File: src/hw/rtl/mlc_pkg.sv
// ----------------------------------------------------------------------------
// mlc_pkg
// Shared widths, constants and the elaboration-time companding tables of the
// mu-law sample codec.
// ----------------------------------------------------------------------------
package mlc_pkg;

	// Field widths.
	localparam int unsigned GainW   = 4;
	localparam int unsigned WordW   = 32;
	localparam int unsigned CodeW   = 8;
	localparam int unsigned SampleW = 16;
	localparam int unsigned MagW    = SampleW + 1;
	localparam int unsigned ProdW   = SampleW + GainW + 1;
	localparam int unsigned Levels  = 128;
	localparam int unsigned LevelW  = $clog2(Levels);

	// Default position of the sample inside the microphone word.
	localparam int unsigned MicShiftDefault = 14;

	// Gain after reset.
	localparam logic [GainW-1:0] GainReset = GainW'(1);

	// Operation codes.
	typedef enum logic {
		OP_ENCODE = 1'b0,
		OP_DECODE = 1'b1
	} op_t;

	typedef logic [MagW-1:0]                  thr_t;
	typedef thr_t [Levels-1:0]                thr_tbl_t;
	typedef logic [SampleW-1:0]               mag_t;
	typedef mag_t [Levels-1:0]                mag_tbl_t;

	// Fixed-point constants of the table builder (Q2.62 and Q38).
	localparam logic [63:0] OneQ62 = 64'd1 << 62;
	localparam logic [63:0] TwoQ62 = 64'd1 << 63;
	localparam logic [63:0] OneQ38 = 64'd1 << 38;
	localparam logic [63:0] Den    = 64'd255 << 38;

	// (a * b) >> 62 for Q2.62 operands whose product stays below 4.0.
	function automatic logic [63:0] qmul(logic [63:0] a, logic [63:0] b);
		logic [63:0] ah, al, bh, bl, ll, lh, hl, hh, mid, lo, hi;
		ah  = a >> 32;
		al  = a & 64'hFFFF_FFFF;
		bh  = b >> 32;
		bl  = b & 64'hFFFF_FFFF;
		ll  = al * bl;
		lh  = al * bh;
		hl  = ah * bl;
		hh  = ah * bh;
		mid = (ll >> 32) + (lh & 64'hFFFF_FFFF) + (hl & 64'hFFFF_FFFF);
		lo  = (ll & 64'hFFFF_FFFF) | (mid << 32);
		hi  = hh + (lh >> 32) + (hl >> 32) + (mid >> 32);
		return (hi << 2) | (lo >> 62);
	endfunction

	// True when x^127 stays below 2.0.
	function automatic logic pow127_below_two(logic [63:0] x);
		logic [63:0] acc;
		logic        ok;
		acc = OneQ62;
		ok  = 1'b1;
		for (int i = 0; i < 127; i++) begin
			if (ok) begin
				acc = qmul(acc, x);
				if (acc >= TwoQ62) ok = 1'b0;
			end
		end
		return ok;
	endfunction

	// Largest Q2.62 value whose 127th power is below two, bit by bit.
	function automatic logic [63:0] calc_root();
		logic [63:0] root, cand;
		root = OneQ62;
		for (int b = 61; b >= 0; b--) begin
			cand = root | (64'd1 << b);
			if (pow127_below_two(cand)) root = cand;
		end
		return root;
	endfunction

	// 256^(k/127) - 1 in Q38.
	function automatic logic [63:0] calc_diff(logic [63:0] root, int unsigned k);
		int unsigned t, q, r;
		logic [63:0] pw, p38;
		t  = k * 8;
		q  = t / 127;
		r  = t % 127;
		pw = OneQ62;
		for (int unsigned j = 0; j < 127; j++) begin
			if (j < r) pw = qmul(pw, root);
		end
		p38 = (pw >> 24) << q;
		return p38 - OneQ38;
	endfunction

	function automatic thr_tbl_t calc_enc_tbl(logic [63:0] root);
		thr_tbl_t    tbl;
		logic [63:0] diff, val;
		for (int unsigned k = 0; k < Levels; k++) begin
			diff   = calc_diff(root, k);
			val    = (64'd32768 * diff + Den - 64'd1) / Den;
			tbl[k] = val[MagW-1:0];
		end
		return tbl;
	endfunction

	function automatic mag_tbl_t calc_dec_tbl(logic [63:0] root);
		mag_tbl_t    tbl;
		logic [63:0] diff, val;
		for (int unsigned k = 0; k < Levels; k++) begin
			diff   = calc_diff(root, k);
			val    = (64'd32767 * diff) / Den;
			tbl[k] = val[SampleW-1:0];
		end
		return tbl;
	endfunction

	localparam logic [63:0] Root   = calc_root();
	localparam thr_tbl_t    EncThr = calc_enc_tbl(Root);
	localparam mag_tbl_t    DecMag = calc_dec_tbl(Root);

endpackage

File: src/hw/rtl/mlc_req_if.sv
// ----------------------------------------------------------------------------
// mlc_req_if
// Request channel of the codec: operation select, microphone word and code.
// ----------------------------------------------------------------------------
interface mlc_req_if
	import mlc_pkg::*;
();
	logic                valid;
	logic                ready;
	logic                operation;
	logic [WordW-1:0]    mic_word;
	logic [CodeW-1:0]    code_in;

	modport source (output valid, output operation, output mic_word, output code_in,
		input ready);
	modport sink (input valid, input operation, input mic_word, input code_in,
		output ready);
endinterface

File: src/hw/rtl/mlc_rsp_if.sv
// ----------------------------------------------------------------------------
// mlc_rsp_if
// Result channel of the codec: code byte, linear sample and DAC word.
// ----------------------------------------------------------------------------
interface mlc_rsp_if
	import mlc_pkg::*;
();
	logic                valid;
	logic                ready;
	logic [CodeW-1:0]    code_out;
	logic [SampleW-1:0]  sample_out;
	logic [WordW-1:0]    dac_word;

	modport source (output valid, output code_out, output sample_out, output dac_word,
		input ready);
	modport sink (input valid, input code_out, input sample_out, input dac_word,
		output ready);
endinterface

File: src/hw/rtl/mlc_quantizer.sv
// ----------------------------------------------------------------------------
// mlc_quantizer
// Compares a sample magnitude against the encode thresholds of levels 1 to
// 127 at once and returns the thermometer of levels reached.
// ----------------------------------------------------------------------------
module mlc_quantizer
	import mlc_pkg::*;
(
	input  logic [MagW-1:0]   mag,
	output logic [Levels-1:0] therm
);

	// Level zero is always reached and is not counted.
	always_comb begin
		therm[0] = 1'b0;
		for (int k = 1; k < Levels; k++) begin
			therm[k] = (mag >= EncThr[k]);
		end
	end

endmodule

File: src/hw/rtl/mu_law_sample_codec.sv
// ----------------------------------------------------------------------------
// mu_law_sample_codec
// Continuous mu-law (mu = 255) compander with 8-bit codes.
//
// The req channel carries one item per sample: operation selects encode of a
// microphone word or decode of a received code byte. The rsp channel returns
// one result item per request item, in order. For encode, code_out holds the
// code and sample_out the gained, saturated sample; dac_word is zero. For
// decode, sample_out holds the decoded sample, dac_word the sample in bits
// 31:16, and code_out is zero. Gain is loaded through cfg_we / cfg_wdata, and
// the user must load it only while no item is in flight; the block does not
// enforce this.
// One item is accepted every cycle while req.ready is high. The five stages
// are: sample extract and gain multiply, saturation and decode table read,
// threshold compare, partial level counts, final count and output register.
// Reset empties the pipeline and sets gain to one. When the receiver stalls,
// items close up behind the output register and req.ready falls only once
// every stage holds an item.
// ----------------------------------------------------------------------------
module mu_law_sample_codec
	import mlc_pkg::*;
#(
	parameter int unsigned MIC_SHIFT = MicShiftDefault
) (
	input  logic             clk,
	input  logic             arst_n,
	input  logic             cfg_we,
	input  logic [GainW-1:0] cfg_wdata,
	mlc_req_if.sink          req,
	mlc_rsp_if.source        rsp
);

	localparam int unsigned Groups = 8;
	localparam int unsigned GroupW = Levels / Groups;
	localparam int unsigned GCntW  = $clog2(GroupW + 1);

	logic [GainW-1:0] gain_q;

	logic v_s1, v_s2, v_s3, v_s4, v_s5;
	logic rdy_s1, rdy_s2, rdy_s3, rdy_s4, rdy_s5;

	logic                      op_s1;
	logic signed [ProdW-1:0]   prod_s1;
	logic [CodeW-1:0]          code_s1;

	logic                      op_s2;
	logic [SampleW-1:0]        sample_s2;
	logic [MagW-1:0]           mag_s2;
	logic                      neg_s2;

	logic                      op_s3;
	logic [SampleW-1:0]        sample_s3;
	logic                      neg_s3;
	logic [Levels-1:0]         therm_s3;

	logic                      op_s4;
	logic [SampleW-1:0]        sample_s4;
	logic                      neg_s4;
	logic [Groups-1:0][GCntW-1:0] gcnt_s4;

	logic                      op_s5;
	logic [SampleW-1:0]        sample_s5;
	logic [CodeW-1:0]          code_s5;

	// Gain register.
	always_ff @(posedge clk or negedge arst_n) begin
		if (!arst_n) begin
			gain_q <= GainReset;
		end else if (cfg_we) begin
			gain_q <= cfg_wdata;
		end
	end

	// Each stage takes a new item when it is empty or its item moves on.
	assign rdy_s5    = !v_s5 || rsp.ready;
	assign rdy_s4    = !v_s4 || rdy_s5;
	assign rdy_s3    = !v_s3 || rdy_s4;
	assign rdy_s2    = !v_s2 || rdy_s3;
	assign rdy_s1    = !v_s1 || rdy_s2;
	assign req.ready = rdy_s1;

	always_ff @(posedge clk or negedge arst_n) begin
		if (!arst_n) begin
			v_s1 <= 1'b0;
			v_s2 <= 1'b0;
			v_s3 <= 1'b0;
			v_s4 <= 1'b0;
			v_s5 <= 1'b0;
		end else begin
			if (rdy_s1) v_s1 <= req.valid;
			if (rdy_s2) v_s2 <= v_s1;
			if (rdy_s3) v_s3 <= v_s2;
			if (rdy_s4) v_s4 <= v_s3;
			if (rdy_s5) v_s5 <= v_s4;
		end
	end

	// Stage 1: take the 16-bit sample out of the word and apply the gain.
	logic signed [SampleW-1:0] mic_smp;
	logic signed [ProdW-1:0]   prod_d;

	assign mic_smp = $signed(req.mic_word[MIC_SHIFT +: SampleW]);
	assign prod_d  = ProdW'(mic_smp) * $signed(ProdW'({1'b0, gain_q}));

	always_ff @(posedge clk) begin
		if (rdy_s1 && req.valid) begin
			op_s1   <= req.operation;
			prod_s1 <= prod_d;
			code_s1 <= req.code_in;
		end
	end

	// Stage 2: saturate and take the magnitude; read the decode table.
	logic [SampleW-1:0] amp_d;
	logic [MagW-1:0]    amp_ext;
	logic [MagW-1:0]    mag_d;
	logic               cneg;
	logic [LevelW-1:0]  cabs;
	logic [CodeW-1:0]   cneg_val;
	logic [SampleW-1:0] dmag;
	logic [SampleW-1:0] dsamp_d;

	always_comb begin
		priority if (prod_s1 > ProdW'(32767)) begin
			amp_d = 16'h7FFF;
		end else if (prod_s1 < -ProdW'(32768)) begin
			amp_d = 16'h8000;
		end else begin
			amp_d = prod_s1[SampleW-1:0];
		end
		amp_ext = {amp_d[SampleW-1], amp_d};
		mag_d   = amp_d[SampleW-1] ? MagW'(-amp_ext) : amp_ext;
	end

	always_comb begin
		cneg     = code_s1[CodeW-1];
		cneg_val = CodeW'(-code_s1);
		cabs     = cneg ? cneg_val[LevelW-1:0] : code_s1[LevelW-1:0];
		dmag     = DecMag[cabs];
		// The most negative code saturates to full scale.
		priority if (code_s1 == 8'h80) begin
			dsamp_d = 16'h8000;
		end else if (cneg) begin
			dsamp_d = SampleW'(-dmag);
		end else begin
			dsamp_d = dmag;
		end
	end

	always_ff @(posedge clk) begin
		if (rdy_s2 && v_s1) begin
			op_s2     <= op_s1;
			sample_s2 <= (op_s1 == OP_DECODE) ? dsamp_d : amp_d;
			mag_s2    <= mag_d;
			neg_s2    <= amp_d[SampleW-1];
		end
	end

	// Stage 3: compare the magnitude with every threshold.
	logic [Levels-1:0] therm_d;

	mlc_quantizer u_quant (
		.mag   (mag_s2),
		.therm (therm_d)
	);

	always_ff @(posedge clk) begin
		if (rdy_s3 && v_s2) begin
			op_s3     <= op_s2;
			sample_s3 <= sample_s2;
			neg_s3    <= neg_s2;
			therm_s3  <= therm_d;
		end
	end

	// Stage 4: count reached levels in groups.
	logic [Groups-1:0][GCntW-1:0] gcnt_d;

	always_comb begin
		for (int g = 0; g < Groups; g++) begin
			gcnt_d[g] = '0;
			for (int b = 0; b < GroupW; b++) begin
				gcnt_d[g] = gcnt_d[g] + GCntW'(therm_s3[g*GroupW + b]);
			end
		end
	end

	always_ff @(posedge clk) begin
		if (rdy_s4 && v_s3) begin
			op_s4     <= op_s3;
			sample_s4 <= sample_s3;
			neg_s4    <= neg_s3;
			gcnt_s4   <= gcnt_d;
		end
	end

	// Stage 5: total level, sign and the output register.
	logic [CodeW-1:0] level_d;
	logic [CodeW-1:0] code_d;

	always_comb begin
		level_d = '0;
		for (int g = 0; g < Groups; g++) begin
			level_d = level_d + CodeW'(gcnt_s4[g]);
		end
		if (op_s4 == OP_DECODE) begin
			code_d = '0;
		end else if (neg_s4) begin
			code_d = CodeW'(-level_d);
		end else begin
			code_d = level_d;
		end
	end

	always_ff @(posedge clk) begin
		if (rdy_s5 && v_s4) begin
			op_s5     <= op_s4;
			sample_s5 <= sample_s4;
			code_s5   <= code_d;
		end
	end

	assign rsp.valid      = v_s5;
	assign rsp.code_out   = code_s5;
	assign rsp.sample_out = sample_s5;
	assign rsp.dac_word   = (op_s5 == OP_DECODE) ? {sample_s5, 16'h0000} : '0;

	// A zero sample always encodes to the zero code.
	a_zero_code: assert property (@(posedge clk) disable iff (!arst_n)
		v_s5 && (op_s5 == OP_ENCODE) && (sample_s5 == '0) |-> code_s5 == '0)
		else $error("zero sample encoded to a nonzero code");

	// An encoded code carries the sign of its sample, or is zero.
	a_code_sign: assert property (@(posedge clk) disable iff (!arst_n)
		v_s5 && (op_s5 == OP_ENCODE) |->
		(code_s5[CodeW-1] == sample_s5[SampleW-1]) || (code_s5 == '0))
		else $error("code sign differs from sample sign");

	// Decode results carry the sample in the upper half of the DAC word.
	a_dac: assert property (@(posedge clk) disable iff (!arst_n)
		v_s5 && (op_s5 == OP_DECODE) |->
		(rsp.dac_word[31:16] == sample_s5) && (rsp.dac_word[15:0] == 16'h0000))
		else $error("DAC word does not match decoded sample");

	// An item behind a stalled output stays in stage 4.
	a_hold: assert property (@(posedge clk) disable iff (!arst_n)
		v_s4 && v_s5 && !rsp.ready |=> v_s4)
		else $error("item lost behind stalled output");

endmodule

File: src/flat_wrapper.sv
// flat-port wrapper written by rule: the top's interface ports become plain ports
module mu_law_sample_codec_flat import mlc_pkg::*;
#(
	parameter int unsigned MIC_SHIFT = MicShiftDefault
)
  (clk, arst_n, cfg_we, cfg_wdata, req_valid, req_operation, req_mic_word, req_code_in, req_ready, rsp_valid, rsp_code_out, rsp_sample_out, rsp_dac_word, rsp_ready);
  mlc_req_if req_i ();
  mlc_rsp_if rsp_i ();
  input  logic clk;
  input  logic arst_n;
  input  logic cfg_we;
  input  logic [GainW-1:0] cfg_wdata;
  input wire logic [$bits(req_i.valid)-1:0] req_valid;
  input wire logic [$bits(req_i.operation)-1:0] req_operation;
  input wire logic [$bits(req_i.mic_word)-1:0] req_mic_word;
  input wire logic [$bits(req_i.code_in)-1:0] req_code_in;
  output wire logic [$bits(req_i.ready)-1:0] req_ready;
  output wire logic [$bits(rsp_i.valid)-1:0] rsp_valid;
  output wire logic [$bits(rsp_i.code_out)-1:0] rsp_code_out;
  output wire logic [$bits(rsp_i.sample_out)-1:0] rsp_sample_out;
  output wire logic [$bits(rsp_i.dac_word)-1:0] rsp_dac_word;
  input wire logic [$bits(rsp_i.ready)-1:0] rsp_ready;
  assign req_i.valid = req_valid;
  assign req_i.operation = req_operation;
  assign req_i.mic_word = req_mic_word;
  assign req_i.code_in = req_code_in;
  assign req_ready = req_i.ready;
  assign rsp_valid = rsp_i.valid;
  assign rsp_code_out = rsp_i.code_out;
  assign rsp_sample_out = rsp_i.sample_out;
  assign rsp_dac_word = rsp_i.dac_word;
  assign rsp_i.ready = rsp_ready;
  mu_law_sample_codec #(.MIC_SHIFT(MIC_SHIFT)) u_core (.clk(clk), .arst_n(arst_n), .cfg_we(cfg_we), .cfg_wdata(cfg_wdata), .req(req_i), .rsp(rsp_i));
endmodule
File: config.mk
export PLATFORM = sky130hd
export DESIGN_NAME = mu_law_sample_codec_flat
export DESIGN_NICKNAME = d
export VERILOG_FILES = /design/src/hw/rtl/mlc_pkg.sv /design/src/hw/rtl/mlc_req_if.sv /design/src/hw/rtl/mlc_rsp_if.sv /design/src/hw/rtl/mlc_quantizer.sv /design/src/hw/rtl/mu_law_sample_codec.sv /design/src/flat_wrapper.sv
export SDC_FILE = /design/constraint.sdc
export NUM_CORES = 1
export LEC_CHECK = 0
export BUFFER_PORTS_ARGS = -buffer_cell sky130_fd_sc_hd__buf_2
export CAP_MARGIN = 10
export CORE_MARGIN = 2
export CORE_UTILIZATION = 35
export DETAILED_ROUTE_END_ITERATION = 8
export PLACE_DENSITY_LB_ADDON = 0.15
export SLEW_MARGIN = 30
export SYNTH_ARGS = -nofsm -noshare
export SYNTH_HDL_FRONTEND = slang
export SYNTH_SLANG_ARGS = --single-unit
File: constraint.sdc
create_clock -name clk -period 12 [get_ports clk]
set_input_delay 2.4 -clock clk [delete_from_list [all_inputs] [get_ports clk]]
set_output_delay 2.4 -clock clk [all_outputs]
set_load 0.01 [all_outputs]
==> results.md, run 1 <==
* Run status: complete, no violations
* Leak at just over 10 nW
* Hold Crit Class: register to register
* IO buf count at 75
* Die height at ~260 um
* Clk buf depth at 3
* Power density over the cells at 274 mW/mm2
* Cell family with most CP delay: compound AO/OA/AOI/OAI gates
* Post-synth top area share at 0.374
* GRT Total Usage at 0.235
* R2R Path End: u_core.sample_s2[14]
* Synth top area cells: edfxtp_1 37%, fa_1 12%, ha_1 6.8%
* Count leader, synth: inv_1
* Clock root cell: clkbuf_16
* DRT Pass-1 Iters at 6
* Layout cells sized above 1 at 0.0949
* Worst path required time at between 10 and 15 ns
* Peak supply drop at ~0.00057 V
* Core Box Area at 0.0668 mm2
* Number of setup violations in the final report at 0
* # nets final at around 2,800
* Vias in the first global route at between 15,000 and 20,000
* Post-Synthesis Cells at between 2,000 and 2,500
* CP Capture Type: register
* RSZ-0062 raised after global routing: false
* Power, Total at 0.00713 W
* Die Wd at between 200 and 300 um
* Final period utilization at 0.539
* CTS H-Tree Depth at 2
* Worst hold endpoint: u_core.sample_s4[7]
* Count of final hold-check violations at 0
* Cts hold-fix bufs at 0
* CTS Sinks at ~300
* Non-Filler Instances at between 3,000 and 4,000
* Synth async-reset ratio at 0.0298
* Worst path cell trace: buf_2 -> and2_1 -> ha_1 -> inv_1 -> fa_1 -> fa_1 -> inv_1 -> ha_1 -> a21o_1 -> a21oi_1 -> o21bai_1 -> a211oi_1 -> o31ai_1 -> o41ai_1 -> o31ai_1 -> a21o_1 -> a21oi_1 -> xnor2_1
* Relative slew slack at 0.279
* Largest net degree at the start of global routing at between 70 and 80
* GP Congestion at around 0.97
* Number of synthesized flops with an enable pin at 293
* Synthesized area at 0.0235 mm2
* #FFs+latches synth at 302
* Yosys Warn Count at 0
* FF-to-FF path depth at 15
* CP peak stage delay at around 0.70 ns
* Dpl cells at about 3,300
* DRC at 0
* Wire per inst at between 20 and 25 um
* P&R area growth vs syn at 10.5%
* Post-CTS sizing at 0
* Main synth FF type: edfxtp_1
* Worst slew pin tran at around 1.1 ns
* Row count at 95
* Shortest period the worst path allows at 6.47 ns
* Clk Latency, worst-skew pair at about 0.55 ns
* FMAX at about 150 MHz
* Final max-slew violation count at 0
* Post-synthesis average cell area at a little under 10 um2
* Max-cap check violation count at 0
* Arrival @ worst endpoint at slightly below 7 ns
* Library cells used by synthesis at 98
* Full die area at around 0.069 mm2
* Reg clk slew, reported paths at ~0.050 ns
* Ant diodes at 0
* Effective utilization at floorplan at 0.352
* CTS tree: done
* DP HPWL at roughly 62,000 um
* Setup TNS at 0 ns
* First-pass GRT wire length at approximately 120,000 um
* Worst hold stages at 0
* Ports at between 100 and 150
* Slowest cell on crit path: o41ai_1
* Clock skew at between 0.01 and 0.015 ns
* Setup CP Type: input port to register
* Grt ovf at 0
* Via count at 18,496
* R2R Path Start: u_core.code_s1[0]
* Min-Delay Startpoint: u_core.sample_s3[7]
* Routed wire length at just over 80,000 um
* List of most frequent post-synthesis cells: 302 x inv_1, 293 x edfxtp_1, 194 x nand2_1
* Worst path bufs/invs at 3
* Setup Buffers After CTS at 0
* Crit-path max FO at 4
* DR vias/cell at approximately 5.5
* Leading area contributor after synthesis: edfxtp_1
* Post-synthesis sequential area ratio at 0.384
* First-iteration detailed-routing DRC count at roughly 1,800
* CP Launch Type: input port
* R2R setup slack at roughly 5.7 ns
* CTS buffer count at 38
* DRT antenna net count at 0
* Initial antenna violation count at 1
==> layer usage <==
metal | up-vias | track usage | share of wire
met5 | - | 0 | 0.00018
met4 | 2 | 0.0791 | 0.035
met3 | 157 | 0.0359 | 0.055
met2 | 613 | 0.404 | 0.49
met1 | 9222 | 0.303 | 0.42
li1 | 8502 | - | -
==> worst max path at each step <==
stage | end | slack [ns] | start | cells past startpoint
6_report | u_core.prod_s1[20] | 5.53 | req_mic_word[15] | 18
5_1_grt | u_core.sample_s2[14] | 5.29 | u_core.code_s1[0] | 15
3_5_place_dp | u_core.prod_s1[20] | 4.99 | req_mic_word[16] | 18
3_3_place_gp | u_core.prod_s1[20] | 5.05 | req_mic_word[16] | 18
2_1_floorplan | u_core.neg_s3 | 5.57 | rsp_ready | 3
4_1_cts | u_core.prod_s1[20] | 5.57 | req_mic_word[16] | 18
==> cell families (layout without fill, tap and decap cells) <==
family | Yosys count | in the layout | share of synthesized area
muxes | 28 | 28 | 0.0136
buffers and inverters | 454 | 489 | 0.0791
AOI/OAI and AO/OA | 588 | 588 | 0.163
xor gates and xnor gates | 73 | 73 | 0.0281
DFF | 302 | 302 | 0.384
other | 1 | 17 | 0.000160
and+or+nand+nor | 706 | 706 | 0.149
adders and majority gates | 263 | 263 | 0.183
==> cells in the final DEF, fill, tap and decap left out, types with 58 or more instances in the layout <==
cell type / count
a21oi_1: 147
and2_1: 80
buf_2: 75
edfxtp_1: 293
fa_1: 136
ha_1: 127
inv_1: 302
nand2_1: 194
nand3_1: 60
nor2_1: 142
nor3_1: 58
o21ai_0: 143
==> stage by stage <==
stage / util / instance area [um2] / setup WS [ns] / hold slack (ns)
3_3_place_gp: 0.370 / 24700 / 5.05 / 0.404
4_1_cts: 0.389 / 26000 / 5.57 / 0.418
2_1_floorplan: - / 23600 / 5.57 / 0.400
6_report: 0.389 / 26000 / 5.53 / 0.415
5_1_grt: 0.389 / 26000 / 5.29 / 0.422
3_5_place_dp: 0.370 / 24700 / 4.99 / 0.405
==> power by group <==
| group | total (W) | switching (W) | leakage, nW | internal, W |
|---|---|---|---|---|
| combinational | 0.00429 | 0.00268 | 6.94 | 0.00160 |
| sequential | 0.00169 | 0.000144 | 2.62 | 0.00155 |
| clock | 0.00115 | 0.000445 | 0.611 | 0.000703 |
| total | 0.00713 | 0.00327 | 10.2 | 0.00386 |
==> state kept, by name, summed over array words and instances (netlist names), 4 cells and up <==
register,cells
u_core.code_s1,8
u_core.gain_q,4
u_core.gcnt_s4,40
u_core.mag_s2,17
u_core.prod_s1,21
u_core.rsp.code_out,8
u_core.rsp.sample_out,16
u_core.sample_s2,16
u_core.sample_s3,16
u_core.sample_s4,16
u_core.therm_s3,127
==> layout make-up <==
| cell class | instances | area, um2 |
|---|---|---|
| clock buffers | 48 | 1050 |
| clock inverters | 18 | 186 |
| fillers | 6723 | 40800 |
| inverters | 304 | 1140 |
| multi-input cells | 1675 | 12800 |
| flip-flops and latches | 302 | 9020 |
| well taps | 873 | 1090 |
| repair buffers | 119 | 717 |
Power figures use the tool's default switching activity.
==> inputs of run 2 (changes only) <==
==> constraint.sdc (replaced) <==
create_clock -name clk -period 6 [get_ports clk]
set_input_delay 1.2 -clock clk [delete_from_list [all_inputs] [get_ports clk]]
set_output_delay 1.2 -clock clk [all_outputs]
set_load 0.01 [all_outputs]
==> run 2 against run 1 <==
Compared with the run above:
- combinational power is 100% higher
- worst setup slack lost 5.0 ns
- wire length decreased by 0.50%
- critical endpoint is now u_core.rsp.code_out[7]
- via count grew 0.49%
- final cell count grew 0.84%
- register-to-register slack lost 5.1 ns
- clock power up 97%
- critical path type is now register to register
- clock-buffer cell count shrank 2
==> results.md, run 2 (synthesized netlist as in run 1, its figures left out) <==
* CP startpoint: u_core.gcnt_s4[0]
* DP HPWL at ~63,000 um
* Ant diodes at 0
* DRC at 0
* Layout cells sized above 1 at 0.103
* Grt ovf at 0
* Core Box Area at ~0.067 mm2
* First-iteration detailed-routing DRC count at around 1,700
* Minimum hold slack at roughly 0.41 ns
* Leak at between 10 and 15 nW
* DR vias/cell at between 5 and 6
* CP Capture Type: register
* Worst Setup EP: u_core.rsp.code_out[7]
* GRT met3 Usage at 0.0328
* Max-cap check violation count at 0
* Final max-slew violation count at 0
* Hold Crit Class: register to register
* Worst path cell trace: ha_1 -> fa_1 -> xor2_1 -> fa_1 -> inv_1 -> fa_1 -> fa_1 -> inv_1 -> fa_1 -> ha_1 -> a21o_1 -> a21oi_1 -> o21bai_1 -> a21oi_1 -> xnor2_1 -> o31ai_1 -> xnor2_1 -> nor2_1
* Power, Total at between 0.01 and 0.015 W
* R2R Path Start: u_core.gcnt_s4[0]
* Full die area at between 0.06 and 0.07 mm2
* CP Launch Type: register
* FF-to-FF path depth at 18
* Setup Buffers After CTS at 0
* Effective utilization at floorplan at 0.352
* Final period utilization at 0.904
* Worst path bufs/invs at 2
* Worst slack, placed at between 0.4 and 0.5 ns
* Final WS setup at roughly 0.58 ns
* First-pass GRT wire length at 122,000 um
* CTS buffer count at 39
* Clk buf depth at 3
* # nets final at ~2,800
* Relative slew slack at 0.313
* Die height at roughly 260 um
* Reg clk slew, reported paths at approximately 0.06 ns
* CTS tree: done
* Fin util at 0.392
* Run status: complete, no violations
* Setup CP Type: register to register
* DRT antenna net count at 0
* Stages on worst setup path at 18
* Vias in the first global route at 18,824
* Peak supply drop at 0.00134 V
* Most common cell after layout, fill and taps aside: inv_1
* Post-CTS sizing at 0
* Slowest cell on crit path: fa_1
* Die Wd at 263 um
* Fillers at about 6,700
* R2R setup slack at a little under 0.6 ns
* GRT Total Usage at 0.234
* Met2 usage at 0.399
* FMAX at 184 MHz
* Clock skew at 0.0291 ns
* Most frequent cells in the layout: 302 x inv_1, 293 x edfxtp_1, 194 x nand2_1, 147 x a21oi_1
* Clock root cell: clkbuf_16
* CP peak stage delay at ~0.56 ns
* Largest net degree at the start of global routing at 85
* RSZ-0062 raised after global routing: false
* DRT Pass-1 Iters at 6
* P&R area growth vs syn at 11.3%
* Cell family with most CP delay: adder cells
* Wire per inst at approximately 24 um
* CP most frequent cell: fa_1
* Crit-path max FO at 2
* GR Layer Usage met1 at 0.295
* Busiest metal layer after global routing: met2
* Routed wire length at between 80,000 and 90,000 um
* Clk Latency, worst-skew pair at ~0.57 ns
* Largest registers: u_core.therm_s3 (127), u_core.gcnt_s4 (40), u_core.prod_s1 (21)
* Row count at 95
* Number of setup violations in the final report at 0
* CTS Sinks at around 300
* Via count at ~19,000
* Initial antenna violation count at 3
* GP Congestion at between 1 and 1.5
* Power density over the cells at ~550 mW/mm2
* R2R Path End: u_core.rsp.code_out[7]
* Worst slew pin tran at 1.02 ns
* Cts hold-fix bufs at 0
* Worst path required time at about 6.3 ns
* Shortest period the worst path allows at approximately 5.4 ns
* Largest Register: u_core.therm_s3
* Arrival @ worst endpoint at around 5.7 ns
* Count of final hold-check violations at 0
* Largest register FFs at between 100 and 150
* CTS H-Tree Depth at 2
* Ports at between 100 and 150
* IO buf count at between 70 and 80
* Setup TNS at 0 ns
-- run 2: worst min-delay path by stage --
stage | cells after the start | slack, ns | start | end
6_report | 0 | 0.41 | u_core.sample_s4[11] | u_core.rsp.sample_out[11]
2_1_floorplan | 0 | 0.40 | u_core.neg_s2 | u_core.neg_s3
4_1_cts | 0 | 0.40 | u_core.sample_s4[11] | u_core.rsp.sample_out[11]
3_3_place_gp | 0 | 0.40 | u_core.sample_s3[10] | u_core.sample_s4[10]
5_1_grt | 0 | 0.42 | u_core.sample_s4[11] | u_core.rsp.sample_out[11]
3_5_place_dp | 0 | 0.40 | u_core.neg_s3 | u_core.neg_s4
-- run 2: layout make-up --
type | instances | area [um2] | share of cell area
clock buffers | 46 | 1000 | 0.0383
clock inverters | 25 | 225 | 0.00861
inverters | 304 | 1140 | 0.0436
multi-input cells | 1675 | 12700 | 0.487
flip-flops and latches | 302 | 9020 | 0.345
well taps | 873 | 1090 | 0.0418
repair buffers | 142 | 936 | 0.0358
-- run 2: stage by stage --
step	std cells	area (um2)
after floorplan	2431	23600
after global placement	3294	24900
after detailed placement	3295	24900
after CTS	3366	26100
after global routing	3367	26200
final	3367	26200
-- run 2: power by group --
group / internal (W) / total [W] / switching [W]
registers: 0.00310 / 0.00342 / 0.000319
clock network: 0.00133 / 0.00226 / 0.000929
logic: 0.00327 / 0.00864 / 0.00537
total: 0.00770 / 0.0143 / 0.00662
-- run 2: routing by layer --
metal  routed length (um)  share of wire
met1                33300           0.41
met2                39900           0.49
met3                 4720          0.058
met4                 3710          0.045
met5                   27        0.00033
